`src/design/mcpt_pkg.sv`:
```
// ----------------------------------------------------------------------------
// mcpt_pkg
// Shared types and constants of the periodic timer bank.
// ----------------------------------------------------------------------------
package mcpt_pkg;

   localparam int NUM_TIMERS_DEF = 8;
   localparam int MAX_RESULTS    = 8;
   localparam int FIRE_CNT_W     = $clog2(MAX_RESULTS + 1);
   localparam int TIDX_W         = 4;
   localparam int TVAL_W         = 32;
   localparam int AMT_W          = 8;
   localparam int CNT_W          = 32;
   localparam int REQ_DATA_W     = 48;
   localparam int RSP_DATA_W     = 72;

   typedef enum logic [2:0] {
      ACT_ADVANCE   = 3'd0,
      ACT_SET       = 3'd1,
      ACT_CLR_COUNT = 3'd2,
      ACT_QUERY     = 3'd3,
      ACT_CLR_ELAP  = 3'd4,
      ACT_CLR_STATE = 3'd5,
      ACT_RSVD6     = 3'd6,
      ACT_RSVD7     = 3'd7
   } action_type;

   typedef enum logic [1:0] {
      BANK_NOP,
      BANK_STEP,
      BANK_SET,
      BANK_CLR
   } bank_op_type;

   typedef struct packed {
      bank_op_type         op;
      logic [TIDX_W-1:0]   idx;
      logic                arm;
      logic [TVAL_W-1:0]   tval;
   } bank_cmd_type;

   typedef struct packed {
      logic fire;
      logic ge;
   } bank_status_type;

endpackage

```
`src/design/multi_channel_periodic_timer.sv`:
```
// a non-advance item goes from idle to ST_FIN, which loads its result registers
// an advance walks one channel per cycle while the output is free, then ST_FIN
//   loads the last result; a new item is taken only in idle, once the last one is
//   through; the channel bank has a single shared add/compare unit
// a stalled result beat holds the walk until it is taken
// reset clears all channels and both elapsed counters
// ----------------------------------------------------------------------------
// multi_channel_periodic_timer
// Bank of periodic timer channels advanced by stream items, reporting fires.
// ----------------------------------------------------------------------------
module multi_channel_periodic_timer #(
   parameter int NUM_TIMERS = mcpt_pkg::NUM_TIMERS_DEF
) (
   input  logic                              clock,
   input  logic                              reset,
   input  logic                              req_tvalid,
   output logic                              req_tready,
   // timer_index, timeout_value, arm, elapsed_amount, zero pad
   input  logic [mcpt_pkg::REQ_DATA_W-1:0]   req_tdata,
   // action
   input  logic [2:0]                        req_tuser,
   output logic                              rsp_tvalid,
   input  logic                              rsp_tready,
   // fire_valid, fired_index, expired, elapsed_total, state_elapsed, zero pad
   output logic [mcpt_pkg::RSP_DATA_W-1:0]   rsp_tdata,
   output logic                              rsp_tlast
);

   localparam int IDX_W  = (NUM_TIMERS > 1) ? $clog2(NUM_TIMERS) : 1;
   localparam int WALK_W = $clog2(NUM_TIMERS + 1);

   typedef enum logic [1:0] {
      ST_IDLE,
      ST_WALK,
      ST_FIN
   } state_type;

   state_type                        state_ff;
   mcpt_pkg::action_type             action_ff;
   logic [mcpt_pkg::TIDX_W-1:0]      idx_ff;
   logic                             idx_ok_ff;
   logic [mcpt_pkg::TVAL_W-1:0]      tval_ff;
   logic [mcpt_pkg::AMT_W-1:0]       amt_ff;
   logic [WALK_W-1:0]                walk_ff;
   logic                             pend_valid_ff;
   logic [IDX_W-1:0]                 pend_idx_ff;
   logic [mcpt_pkg::FIRE_CNT_W-1:0]  nfire_ff;
   logic [mcpt_pkg::CNT_W-1:0]       elapsed_ff;
   logic [mcpt_pkg::CNT_W-1:0]       state_cnt_ff;

   logic                             rsp_valid_ff;
   logic                             rsp_fire_ff;
   logic [mcpt_pkg::TIDX_W-1:0]      rsp_idx_ff;
   logic                             rsp_exp_ff;
   logic [mcpt_pkg::CNT_W-1:0]       rsp_elap_ff;
   logic [mcpt_pkg::CNT_W-1:0]       rsp_state_ff;
   logic                             rsp_last_ff;

   mcpt_pkg::action_type             req_action;
   logic [mcpt_pkg::TIDX_W-1:0]      req_idx;
   logic [mcpt_pkg::TVAL_W-1:0]      req_tval;
   logic                             req_arm;
   logic [mcpt_pkg::AMT_W-1:0]       req_amt;
   logic                             req_idx_ok;
   logic                             accept;
   logic                             out_free;
   logic                             last_chan;
   logic                             report;
   logic                             rsp_load;
   logic [IDX_W-1:0]                 rd_idx;
   mcpt_pkg::bank_cmd_type           cmd;
   mcpt_pkg::bank_status_type        status;

   assign req_action = mcpt_pkg::action_type'(req_tuser);
   assign req_idx    = req_tdata[3:0];
   assign req_tval   = req_tdata[35:4];
   assign req_arm    = req_tdata[36];
   assign req_amt    = req_tdata[44:37];
   assign req_idx_ok = {1'b0, req_idx} < (mcpt_pkg::TIDX_W + 1)'(NUM_TIMERS);

   assign req_tready = (state_ff == ST_IDLE);
   assign accept     = req_tvalid && req_tready;
   assign out_free   = !rsp_valid_ff || rsp_tready;
   assign last_chan  = walk_ff == WALK_W'(NUM_TIMERS - 1);
   assign report     = status.fire && (nfire_ff < mcpt_pkg::FIRE_CNT_W'(mcpt_pkg::MAX_RESULTS));
   assign rd_idx     = (state_ff == ST_WALK) ? walk_ff[IDX_W-1:0] : idx_ff[IDX_W-1:0];
   assign rsp_load   = out_free && (((state_ff == ST_WALK) && report && pend_valid_ff) ||
                                    (state_ff == ST_FIN));

   always_comb begin
      cmd.op   = mcpt_pkg::BANK_NOP;
      cmd.idx  = req_idx;
      cmd.arm  = req_arm;
      cmd.tval = req_tval;
      if (accept && req_idx_ok && (req_action == mcpt_pkg::ACT_SET)) begin
         cmd.op = mcpt_pkg::BANK_SET;
      end else if (accept && req_idx_ok && (req_action == mcpt_pkg::ACT_CLR_COUNT)) begin
         cmd.op = mcpt_pkg::BANK_CLR;
      end else if ((state_ff == ST_WALK) && out_free) begin
         cmd.op = mcpt_pkg::BANK_STEP;
      end
   end

   mcpt_chan_bank #(
      .NUM_TIMERS (NUM_TIMERS),
      .IDX_W      (IDX_W)
   ) u_bank (
      .clock  (clock),
      .reset  (reset),
      .rd_idx (rd_idx),
      .amt    (amt_ff),
      .thresh (tval_ff),
      .cmd    (cmd),
      .status (status)
   );

   always_ff @(posedge clock) begin
      if (reset) begin
         state_ff      <= ST_IDLE;
         rsp_valid_ff  <= 1'b0;
         pend_valid_ff <= 1'b0;
         nfire_ff      <= '0;
         walk_ff       <= '0;
         elapsed_ff    <= '0;
         state_cnt_ff  <= '0;
      end else begin
         if (rsp_load) begin
            rsp_valid_ff <= 1'b1;
         end else if (rsp_tready) begin
            rsp_valid_ff <= 1'b0;
         end
         unique case (state_ff)
            ST_IDLE: begin
               if (accept) begin
                  action_ff     <= req_action;
                  idx_ff        <= req_idx;
                  idx_ok_ff     <= req_idx_ok;
                  tval_ff       <= req_tval;
                  amt_ff        <= req_amt;
                  walk_ff       <= '0;
                  nfire_ff      <= '0;
                  pend_valid_ff <= 1'b0;
                  unique case (req_action)
                     mcpt_pkg::ACT_ADVANCE: begin
                        elapsed_ff   <= elapsed_ff + mcpt_pkg::CNT_W'(req_amt);
                        state_cnt_ff <= state_cnt_ff + mcpt_pkg::CNT_W'(req_amt);
                        state_ff     <= ST_WALK;
                     end
                     mcpt_pkg::ACT_CLR_ELAP: begin
                        elapsed_ff <= '0;
                        state_ff   <= ST_FIN;
                     end
                     mcpt_pkg::ACT_CLR_STATE: begin
                        state_cnt_ff <= '0;
                        state_ff     <= ST_FIN;
                     end
                     default: begin
                        state_ff <= ST_FIN;
                     end
                  endcase
               end
            end
            ST_WALK: begin
               if (out_free) begin
                  // hold one fire back so the final one can carry tlast
                  if (report) begin
                     nfire_ff      <= nfire_ff + mcpt_pkg::FIRE_CNT_W'(1);
                     pend_valid_ff <= 1'b1;
                     pend_idx_ff   <= walk_ff[IDX_W-1:0];
                     if (pend_valid_ff) begin
                        rsp_fire_ff  <= 1'b1;
                        rsp_idx_ff   <= mcpt_pkg::TIDX_W'(pend_idx_ff);
                        rsp_exp_ff   <= 1'b0;
                        rsp_elap_ff  <= elapsed_ff;
                        rsp_state_ff <= state_cnt_ff;
                        rsp_last_ff  <= 1'b0;
                     end
                  end
                  walk_ff <= walk_ff + WALK_W'(1);
                  if (last_chan) begin
                     state_ff <= ST_FIN;
                  end
               end
            end
            ST_FIN: begin
               if (out_free) begin
                  rsp_fire_ff   <= pend_valid_ff;
                  rsp_idx_ff    <= pend_valid_ff ? mcpt_pkg::TIDX_W'(pend_idx_ff) : '0;
                  rsp_exp_ff    <= (action_ff == mcpt_pkg::ACT_QUERY) && idx_ok_ff && status.ge;
                  rsp_elap_ff   <= elapsed_ff;
                  rsp_state_ff  <= state_cnt_ff;
                  rsp_last_ff   <= 1'b1;
                  pend_valid_ff <= 1'b0;
                  state_ff      <= ST_IDLE;
               end
            end
            default: begin
               state_ff <= ST_IDLE;
            end
         endcase
      end
   end

   assign rsp_tvalid = rsp_valid_ff;
   assign rsp_tlast  = rsp_last_ff;
   assign rsp_tdata  = {2'b00, rsp_state_ff, rsp_elap_ff, rsp_exp_ff, rsp_idx_ff, rsp_fire_ff};

`ifndef SYNTHESIS
   a_fire_idx_range: assert property (@(posedge clock) disable iff (reset)
      (rsp_valid_ff && rsp_fire_ff) |-> ({1'b0, rsp_idx_ff} < (mcpt_pkg::TIDX_W + 1)'(NUM_TIMERS)))
      else $error("fire beat reports a channel outside the bank");

   a_status_is_last: assert property (@(posedge clock) disable iff (reset)
      (rsp_valid_ff && !rsp_fire_ff) |-> rsp_last_ff)
      else $error("status beat without tlast");

   a_pend_in_walk: assert property (@(posedge clock) disable iff (reset)
      pend_valid_ff |-> ((state_ff == ST_WALK) || (state_ff == ST_FIN)))
      else $error("held fire outside the channel walk");

   a_fire_limit: assert property (@(posedge clock) disable iff (reset)
      nfire_ff <= mcpt_pkg::FIRE_CNT_W'(mcpt_pkg::MAX_RESULTS))
      else $error("too many fires reported for one advance");

   a_walk_done: assert property (@(posedge clock) disable iff (reset)
      ((state_ff == ST_WALK) && out_free && last_chan) |=> (state_ff == ST_FIN))
      else $error("walk did not finish after the last channel");
`endif

endmodule

```
`src/design/mcpt_chan_bank.sv`:
```
// ----------------------------------------------------------------------------
// mcpt_chan_bank
// Channel count, timeout and armed storage with one shared saturating adder,
// fire comparator and threshold comparator, used once per cycle on the channel at rd_idx.
// ----------------------------------------------------------------------------
module mcpt_chan_bank #(
   parameter int NUM_TIMERS = mcpt_pkg::NUM_TIMERS_DEF,
   parameter int IDX_W      = (NUM_TIMERS > 1) ? $clog2(NUM_TIMERS) : 1
) (
   input  logic                           clock,
   input  logic                           reset,
   input  logic [IDX_W-1:0]               rd_idx,
   input  logic [mcpt_pkg::AMT_W-1:0]     amt,
   input  logic [mcpt_pkg::TVAL_W-1:0]    thresh,
   input  mcpt_pkg::bank_cmd_type         cmd,
   output mcpt_pkg::bank_status_type      status
);

   logic [mcpt_pkg::CNT_W-1:0]  count_ff   [NUM_TIMERS];
   logic [mcpt_pkg::TVAL_W-1:0] timeout_ff [NUM_TIMERS];
   logic [NUM_TIMERS-1:0]       armed_ff;

   logic [mcpt_pkg::CNT_W-1:0]  cur;
   logic [mcpt_pkg::TVAL_W-1:0] cur_to;
   logic [mcpt_pkg::CNT_W:0]    sum;
   logic [mcpt_pkg::CNT_W-1:0]  sat;
   logic [IDX_W-1:0]            wr_idx;

   assign cur    = count_ff[rd_idx];
   assign cur_to = timeout_ff[rd_idx];
   assign sum    = {1'b0, cur} + {{(mcpt_pkg::CNT_W + 1 - mcpt_pkg::AMT_W){1'b0}}, amt};
   assign sat    = sum[mcpt_pkg::CNT_W] ? {mcpt_pkg::CNT_W{1'b1}} : sum[mcpt_pkg::CNT_W-1:0];
   assign wr_idx = cmd.idx[IDX_W-1:0];

   assign status.fire = armed_ff[rd_idx] && (cur_to != '0) && (sat >= cur_to);
   assign status.ge   = cur >= thresh;

   always_ff @(posedge clock) begin
      if (reset) begin
         for (int i = 0; i < NUM_TIMERS; i++) begin
            count_ff[i]   <= '0;
            timeout_ff[i] <= '0;
         end
         armed_ff <= '0;
      end else begin
         unique case (cmd.op)
            mcpt_pkg::BANK_STEP: begin
               count_ff[rd_idx] <= status.fire ? '0 : sat;
            end
            mcpt_pkg::BANK_SET: begin
               count_ff[wr_idx]   <= '0;
               armed_ff[wr_idx]   <= cmd.arm;
               timeout_ff[wr_idx] <= cmd.arm ? cmd.tval : '0;
            end
            mcpt_pkg::BANK_CLR: begin
               count_ff[wr_idx] <= '0;
            end
            default: begin
            end
         endcase
      end
   end

endmodule
```
`config.mk`:
```
export PLATFORM = sky130hd
export DESIGN_NAME = multi_channel_periodic_timer
export DESIGN_NICKNAME = d
export VERILOG_FILES = /design/src/design/mcpt_pkg.sv /design/src/design/multi_channel_periodic_timer.sv /design/src/design/mcpt_chan_bank.sv
export SDC_FILE = /design/constraint.sdc
export NUM_CORES = 1
export LEC_CHECK = 0
export ABC_AREA = 0
export BUFFER_PORTS_ARGS = -buffer_cell sky130_fd_sc_hd__clkbuf_2
export CORE_AREA = 2 2 320 227
export DETAILED_ROUTE_END_ITERATION = 12
export DIE_AREA = 0 0 322 229
export PLACE_DENSITY = 0.66
export SLEW_MARGIN = 20
export SYNTH_ARGS = -nofsm -noshare
export SYNTH_HDL_FRONTEND = slang
export SYNTH_SLANG_ARGS = --single-unit
export TNS_END_PERCENT = 20
```
`constraint.sdc`:
```
create_clock -name clock -period 22.9 [get_ports clock]
set_clock_uncertainty 0.2 [all_clocks]
set_input_delay 2.29 -clock clock [delete_from_list [all_inputs] [get_ports clock]]
set_output_delay 2.29 -clock clock [all_outputs]
set_load 0.1 [all_outputs]
```
---- Yosys cells after proc, flatten, opt, wreduce, memory -nomap -nowiden ----
Memory sizes are Yosys's and may differ from the RTL's.
Cells that the tools add are included.
word-level totals
  bits in registers ....................... 205
  memory bits (writable) .................. 512
  bits of input ports ..................... 55
  output and inout port bits .............. 75
  logic and storage cells ................. 173
  memories kept ........................... 2
operators by class
  add/sub/neg operators ................... 5
  order comparisons ....................... 7
  equal/unequal tests ..................... 17
  multiplexer cells ....................... 82
  bitwise operators ....................... 2
  reductions and logical operators ........ 38
memory list
  memory             words  width  rd ports  clocked after Yosys merged registers in  write ports  line                  RTL
  u_bank.count_ff    8      32     1         0                                        8            mcpt_chan_bank.sv:19  logic [mcpt_pkg::CNT_W-1:0] count_ff [NUM_TIMERS];
  u_bank.timeout_ff  8      32     1         0                                        8            mcpt_chan_bank.sv:20  logic [mcpt_pkg::TVAL_W-1:0] timeout_ff [NUM_TIMERS];
operator list
  operator                                                               count
  32-bit 2-to-1 mux                                                      15
  32-bit one-hot mux with 2 select lines                                 4
  32-bit OR reduction                                                    3
  32-bit by 8-bit adder with 32-bit output                               2
  32-bit >= comparator                                                   2
  32-bit by 8-bit adder with 33-bit output                               1
  1-bit 2-to-1 mux                                                       32
  4-bit 2-to-1 mux                                                       8
  32-bit nonzero test                                                    1
  4-bit one-hot mux with 2 select lines                                  3
  3-bit 2-to-1 mux                                                       5
  1-bit logical AND                                                      14
  2-bit 2-to-1 mux                                                       7
  3-bit AND reduction                                                    4
  4-bit AND reduction                                                    3
  2-bit inequality test, second input constant                           5
  2-bit nonzero test                                                     5
  4-bit by 1-bit adder with 4-bit output, second input constant          2
  8-bit bitwise mux                                                      1
  3-bit by 4-bit < comparator with 1-bit output, second input constant   2
  4-bit < comparator, second input constant                              2
  2-bit equality test, second input constant                             3
  3-bit by 2-bit equality test with 1-bit output, second input constant  2
  3-bit equality test, second input constant                             2
  other kinds (19)                                                       23

---- Depth between registers and ports, before layout ----
  depth in word-level cells ............... 13
  depth in mapped cells ................... 38

---- Hierarchy ----
Synthesis repeated with hierarchy kept, for this count alone.
unflattened totals
  cells, all modules ...................... 2647
  area total of the unflattened synthesis .. 34749.6 µm²
modules (own cells, without submodules)
  module                        instances  cells each  area an instance (µm²)
  mcpt_chan_bank                1          1966        26633.0
  multi_channel_periodic_timer  1          681         8116.5

---- Worst setup path after synthesis ----
No wires, ideal clock.
  path type ............................... flip-flop to flip-flop
  start ................................... register state_ff[1]
  end ..................................... register rsp_elap_ff[0] (netlist bit), enable pin
  library setup time ...................... 0.599 ns
  data arrival time ....................... 11.746 ns
  required time ........................... 22.101 ns
  setup slack ............................. 10.356 ns
  cell stages (with the launch flop) ...... 35
  path buffers ............................ 7
  clock period less this slack ............ 12.544 ns
  path through ............................ dfxtp_1 -> nand2b_1 -> buf_4 -> buf_12 -> a21o_4 -> buf_12 -> buf_8 -> buf_4 -> buf_4 -> buf_1 -> mux4_2 -> nand2_1 -> nand2_1 -> ha_1 -> nand2_1 -> o21ai_0 -> a21o_1 -> nand2_1 -> a21o_1 -> nor2_1 -> nand3_2 -> or4_4 -> a21oi_4 -> inv_1 -> ha_1 -> nand4_1 -> inv_1 -> a221o_1 -> a211o_1 -> a21oi_1 -> o21ai_0 -> o211ai_4 -> nor2_1 -> a31o_2 -> nor3b_1
on the way
  cells in the longest elaborated chain, start to end .. 10
  elaborated cells between the ends (all ways) .. 20
  classes of those cells .................. 1 x add/sub; 1 x order compare; 6 x eq/ne; 4 x mux; 6 x reduce/logical; 2 x memory
RTL lines
  element                                         line                                                                     RTL
  start, declared                                 multi_channel_periodic_timer.sv:38                                       state_type state_ff;
  start signal, assigned                          multi_channel_periodic_timer.sv:119                                      state_ff <= ST_IDLE;
  start signal, assigned                          multi_channel_periodic_timer.sv:147                                      state_ff <= ST_WALK;
  start signal, assigned                          multi_channel_periodic_timer.sv:151                                      state_ff <= ST_FIN;
  2-bit by 1-bit equality test with 1-bit output  multi_channel_periodic_timer.sv:86, multi_channel_periodic_timer.sv:132
  3-bit 2-to-1 mux                                multi_channel_periodic_timer.sv:86                                       assign rd_idx = (state_ff == ST_WALK) ? walk_ff[IDX_W-1:0] : idx_ff[IDX_W-1:0];
  memory 8 x 32 bit                               -
  32-bit by 8-bit adder with 33-bit output        mcpt_chan_bank.sv:31                                                     assign sum = {1'b0, cur} + {{(mcpt_pkg::CNT_W + 1 - mcpt_pkg::AMT_W){1'b0}}, amt};
  32-bit 2-to-1 mux                               mcpt_chan_bank.sv:32                                                     assign sat = sum[mcpt_pkg::CNT_W] ? {mcpt_pkg::CNT_W{1'b1}} : sum[mcpt_pkg::CNT_W-1:0];
  32-bit >= comparator                            mcpt_chan_bank.sv:35                                                     assign status.fire = armed_ff[rd_idx] && (cur_to != '0) && (sat >= cur_to);
  1-bit logical AND                               mcpt_chan_bank.sv:35
  1-bit logical AND                               multi_channel_periodic_timer.sv:85                                       assign report = status.fire && (nfire_ff < mcpt_pkg::FIRE_CNT_W'(mcpt_pkg::MAX_RESULTS));
  2-bit inequality test (no line)                 -
  6-bit AND reduction (no line) *                 -
  end signal, assigned                            multi_channel_periodic_timer.sv:174                                      rsp_elap_ff <= elapsed_ff;
  end signal, assigned                            multi_channel_periodic_timer.sv:190                                      rsp_elap_ff <= elapsed_ff;
  end, declared                                   multi_channel_periodic_timer.sv:55                                       logic [mcpt_pkg::CNT_W-1:0] rsp_elap_ff;
Mark *: on every way between the ends. The rest lies on a longest branch, timed or not. The select of a mux whose other input is x is not followed.
A chain may end at the register's enable or synchronous reset.

---- Worst setup path after layout ----
  start ................................... register state_ff[1]
  end ..................................... register rsp_state_ff[18] (netlist bit), enable pin
on the way
  cells in the longest elaborated chain, start to end .. 10
  elaborated cells between the ends (all ways) .. 20
  classes of those cells .................. 1 x add/sub; 1 x order compare; 6 x eq/ne; 4 x mux; 6 x reduce/logical; 2 x memory
RTL lines
  element                                         line                                                                     RTL
  2-bit by 1-bit equality test with 1-bit output  multi_channel_periodic_timer.sv:86, multi_channel_periodic_timer.sv:132
  3-bit 2-to-1 mux                                multi_channel_periodic_timer.sv:86
  memory 8 x 32 bit                               -
  32-bit by 8-bit adder with 33-bit output        mcpt_chan_bank.sv:31
  32-bit 2-to-1 mux                               mcpt_chan_bank.sv:32
  32-bit >= comparator                            mcpt_chan_bank.sv:35
  1-bit logical AND                               mcpt_chan_bank.sv:35
  1-bit logical AND                               multi_channel_periodic_timer.sv:85
  2-bit inequality test (no line)                 -
  6-bit AND reduction (no line) *                 -
  end signal, assigned                            multi_channel_periodic_timer.sv:175                                      rsp_state_ff <= state_cnt_ff;
  end signal, assigned                            multi_channel_periodic_timer.sv:191                                      rsp_state_ff <= state_cnt_ff;
  end, declared                                   multi_channel_periodic_timer.sv:56                                       logic [mcpt_pkg::CNT_W-1:0] rsp_state_ff;
Marked as above.

==> run_results.csv <==
group,metric,value,unit
setup_path,setup.worst_path.start_class,"flip-flop",
clock_network,htree_levels,3,
synth,ys_async_sr_fraction,0,%
placement,port-buffer-count,123,
setup_path,critical_path.most_common_cell,"sky130_fd_sc_hd__nand2_1",
setup_path,critical_path_s_largest_stage_delay,0.76,ns
global_route,globalRoute.totalOverflow,0,
floorplan,boundaryPins,130,
setup_path,capture_point_of_the_critical_path,"rsp_state_ff[18]",
setup_path,setup.reg_to_reg.worst_slack,12.24,ns
global_route,global_route_wire_length_before_repair,140.4,mm
global_route,vias_in_the_first_global_route,23200,
timing,final.setup.tns,0,ns
routing,average_routed_wire_per_standard_cell,23.54,microns
synth,yosysWarningCount,0,
synth,synthesis.area,0.03500,sq mm
timing,worst_slew_margin_relative_to_its_limit,28.27,%
setup_path,critical_path.reg2reg.endpoint,"rsp_state_ff[18]",
setup_path,timing_worst_setup_path_type,"flip-flop to flip-flop",
timing,fmaxAchievable,93.84,MHz
power,vdd_drop_max,0.05179,mV
global_route,grt_util_all_layers,25.22,%
clock_network,clk_root_buffer_cell,"sky130_fd_sc_hd__clkbuf_16",
layout,layout_commonest_cell,"sky130_fd_sc_hd__edfxtp_1",
timing,rsz0062_at_grt,"no",
synth,synth_cell_types,91,
clock_network,clk_pin_slew_worst_paths,0.06,ns
timing,whs,0.2499,ns
run_status,outcome,"finished clean",
floorplan,die-height,229,microns
routing,routed-via-count,23290,
clock_network,cts_tree,"yes",
synth,syn-instance-count,2895,
layout,syn2layout_area_growth,10.61,%
floorplan,die_width,322,microns
routing,route.antenna.remaining_nets,0,
layout,most-common-layout-cells,"sky130_fd_sc_hd__edfxtp_1, sky130_fd_sc_hd__nor2_1, sky130_fd_sc_hd__mux2i_1",
setup_path,cp-end-kind,"flip-flop",
clock_network,cts_sinks,716,
floorplan,initial_core_util,49.45,%
hold_path,min-delay-start,"state_cnt_ff[10]",
routing,detail_route.first_pass.iterations,5,
floorplan,die_outline_area,0.07374,sq mm
timing,report.final.hold_viol_count,0,
synth,synth_sequential_area_ratio,59.02,%
setup_path,cp_data_required_time,22.95,ns
placement,finalWeightedCongestion,0.8569,
power,fin_total_pwr,3.010,mW
power,p_per_area,77.75,mW/mm^2
floorplan,count_of_standard_cell_rows,82,
global_route,grt_start_max_net_pins,71,
synth,synth_edf_count,632,
layout,layout-drive-gt1-share,11.98,%
job,cap_viol_max_count,0,
layout,insertedDiodeCount,0,
timing,finalCriticalPeriod,10.66,ns
clock_network,cells_resized_by_post_cts_repair,0,
setup_path,path_buf_inv,4,
clock_network,hold_buffer_count_at_cts,0,
routing,drc,0,
timing,timing_worst_slew_pin_value,1.073,ns
power,p_leak,15.21,nW
setup_path,startpoint,"state_ff[1]",
layout,final_net_count,3105,
synth,ys_dominant_reg_cell,"sky130_fd_sc_hd__edfxtp_1",
routing,route.final.wire_length,92.69,mm
timing,finalSetupViolations,0,
clock_network,cts_buffers,71,
routing,drt_first_iter_violations,2227,
hold_path,min-delay-path-class,"flip-flop to flip-flop",
clock_network,clock_tree.buffer_depth,3,
timing,period_share,46.53,%
setup_path,regToRegStartpoint,"state_ff[1]",
timing,maxSlewViolCount,0,
placement,hpwlAfterDp,57.80,mm
setup_path,worst_ep_arrival_time,10.71,ns
setup_path,critPathMaxFanout,70,
synth,syn_area_per_cell,12.09,sq um
clock_network,insertion_delay,0.63,ns
synth,synth_seq_cells,716,
floorplan,core_area,0.07079,sq mm
setup_path,stages_on_the_worst_setup_path,30,
clock_network,cts_setup_buffers,0,
setup_path,crit_slowest_cell,"sky130_fd_sc_hd__buf_4",
routing,drt-vias-per-instance,5.916,
global_route,antenna_violations_before_repair,2,
setup_path,timing.reg2reg.worst_path_depth,30,
setup_path,critPathTopFamily,"compound AO/OA/AOI/OAI gates",
kinds of logic after synthesis:
logic type / share of synthesized area [%]
AND/OR/NAND/NOR: 15.33
buffers and inverters: 3.810
other: 0.01071
adder cells (fa/ha/maj): 3.424
AO/OA/AOI/OAI: 6.931
multiplexers: 9.876
flip-flops: 59.02
XOR/XNOR: 1.601
final cells by class:
class | instances | area (sq um)
Multi-Input combinational cell | 1896 | 13250
Clock inverter | 30 | 305.3
Tap cell | 924 | 1156
Inverter | 115 | 431.7
Clock buffer | 100 | 2051
Fill cell | 5858 | 32080
Sequential cell | 716 | 20660
Timing Repair Buffer | 156 | 863.3
report_power, final:
| group | total [mW] | internal (mW) | switching [mW] |
|---|---|---|---|
| Combinational | 0.348 | 0.102 | 0.246 |
| Clock | 1.18 | 0.684 | 0.501 |
| Sequential | 1.48 | 1.46 | 0.0168 |
metal layers:
metal,vias up,GRT usage [%],share of wire [%]
met5,-,0,0.0086
met4,2,5.666,2.0
met3,139,4.766,8.3
met2,880,39.20,46
met1,11710,36.82,44
li1,10560,-,-
synthesized netlist by cell type, drive strengths merged (14+ instances only):
library cell | n | area (sq um)
nor2 | 438 | 1654
nand2 | 186 | 700.7
o32ai | 33 | 289.0
clkbuf | 68 | 255.2
or2 | 14 | 87.59
inv | 115 | 431.7
o21ai | 40 | 200.2
buf | 102 | 646.9
nand2b | 18 | 112.6
nor3 | 22 | 120.1
edfxtp | 632 | 18980
mux4 | 21 | 473.0
ha | 91 | 1139
xor2 | 23 | 201.4
mux2i | 293 | 2958
a21oi | 83 | 441.7
nand4 | 43 | 269.0
dfxtp | 84 | 1682
nand3 | 39 | 205.2
a21o | 26 | 202.7
xnor2 | 41 | 359.1
a221o | 35 | 351.6
and2 | 269 | 1683
how the worst min path moves through the flow:
stage	cells past startpoint	to	slack, ns
after floorplan	0	rsp_state_ff[10]	0.21
after global placement	0	rsp_state_ff[10]	0.23
after detailed placement	0	rsp_state_ff[10]	0.22
after CTS	0	rsp_state_ff[10]	0.24
after global routing	0	rsp_state_ff[10]	0.25
final	0	rsp_state_ff[10]	0.25
registers in the layout, summed over array words and instances (netlist names), 2 cells and up:
name	count
state_ff	2
rsp_state_ff	32
rsp_elap_ff	32
elapsed_ff	32
walk_ff	4
rsp_idx_ff	3
state_cnt_ff	32
amt_ff	8
nfire_ff	4
u_bank.timeout_ff	256
idx_ff	3
pend_idx_ff	3
tval_ff	32
action_ff	3
u_bank.armed_ff	8
u_bank.count_ff	256
metrics by stage:
stage,setup WS (ns),cell area (sq um),instances,util (%)
2_1_floorplan,10.36,35010,2897,-
3_3_place_gp,12.77,36350,3807,51.35
3_5_place_dp,12.42,36350,3807,51.35
4_1_cts,12.38,38710,3937,54.68
5_1_grt,11.70,38720,3937,54.69
6_report,12.24,38720,3937,54.69
worst reg2reg max path: cells and delay by family (launching register included):
kind | cells | cell delay, ns
fa+ha+maj | 2 | 0.55
compound gates | 12 | 3.39
simple gates | 11 | 2.83
flops | 1 | 0.52
mux | 1 | 0.69
buf+inv | 4 | 2.03
Power figures use the tool's default switching activity.
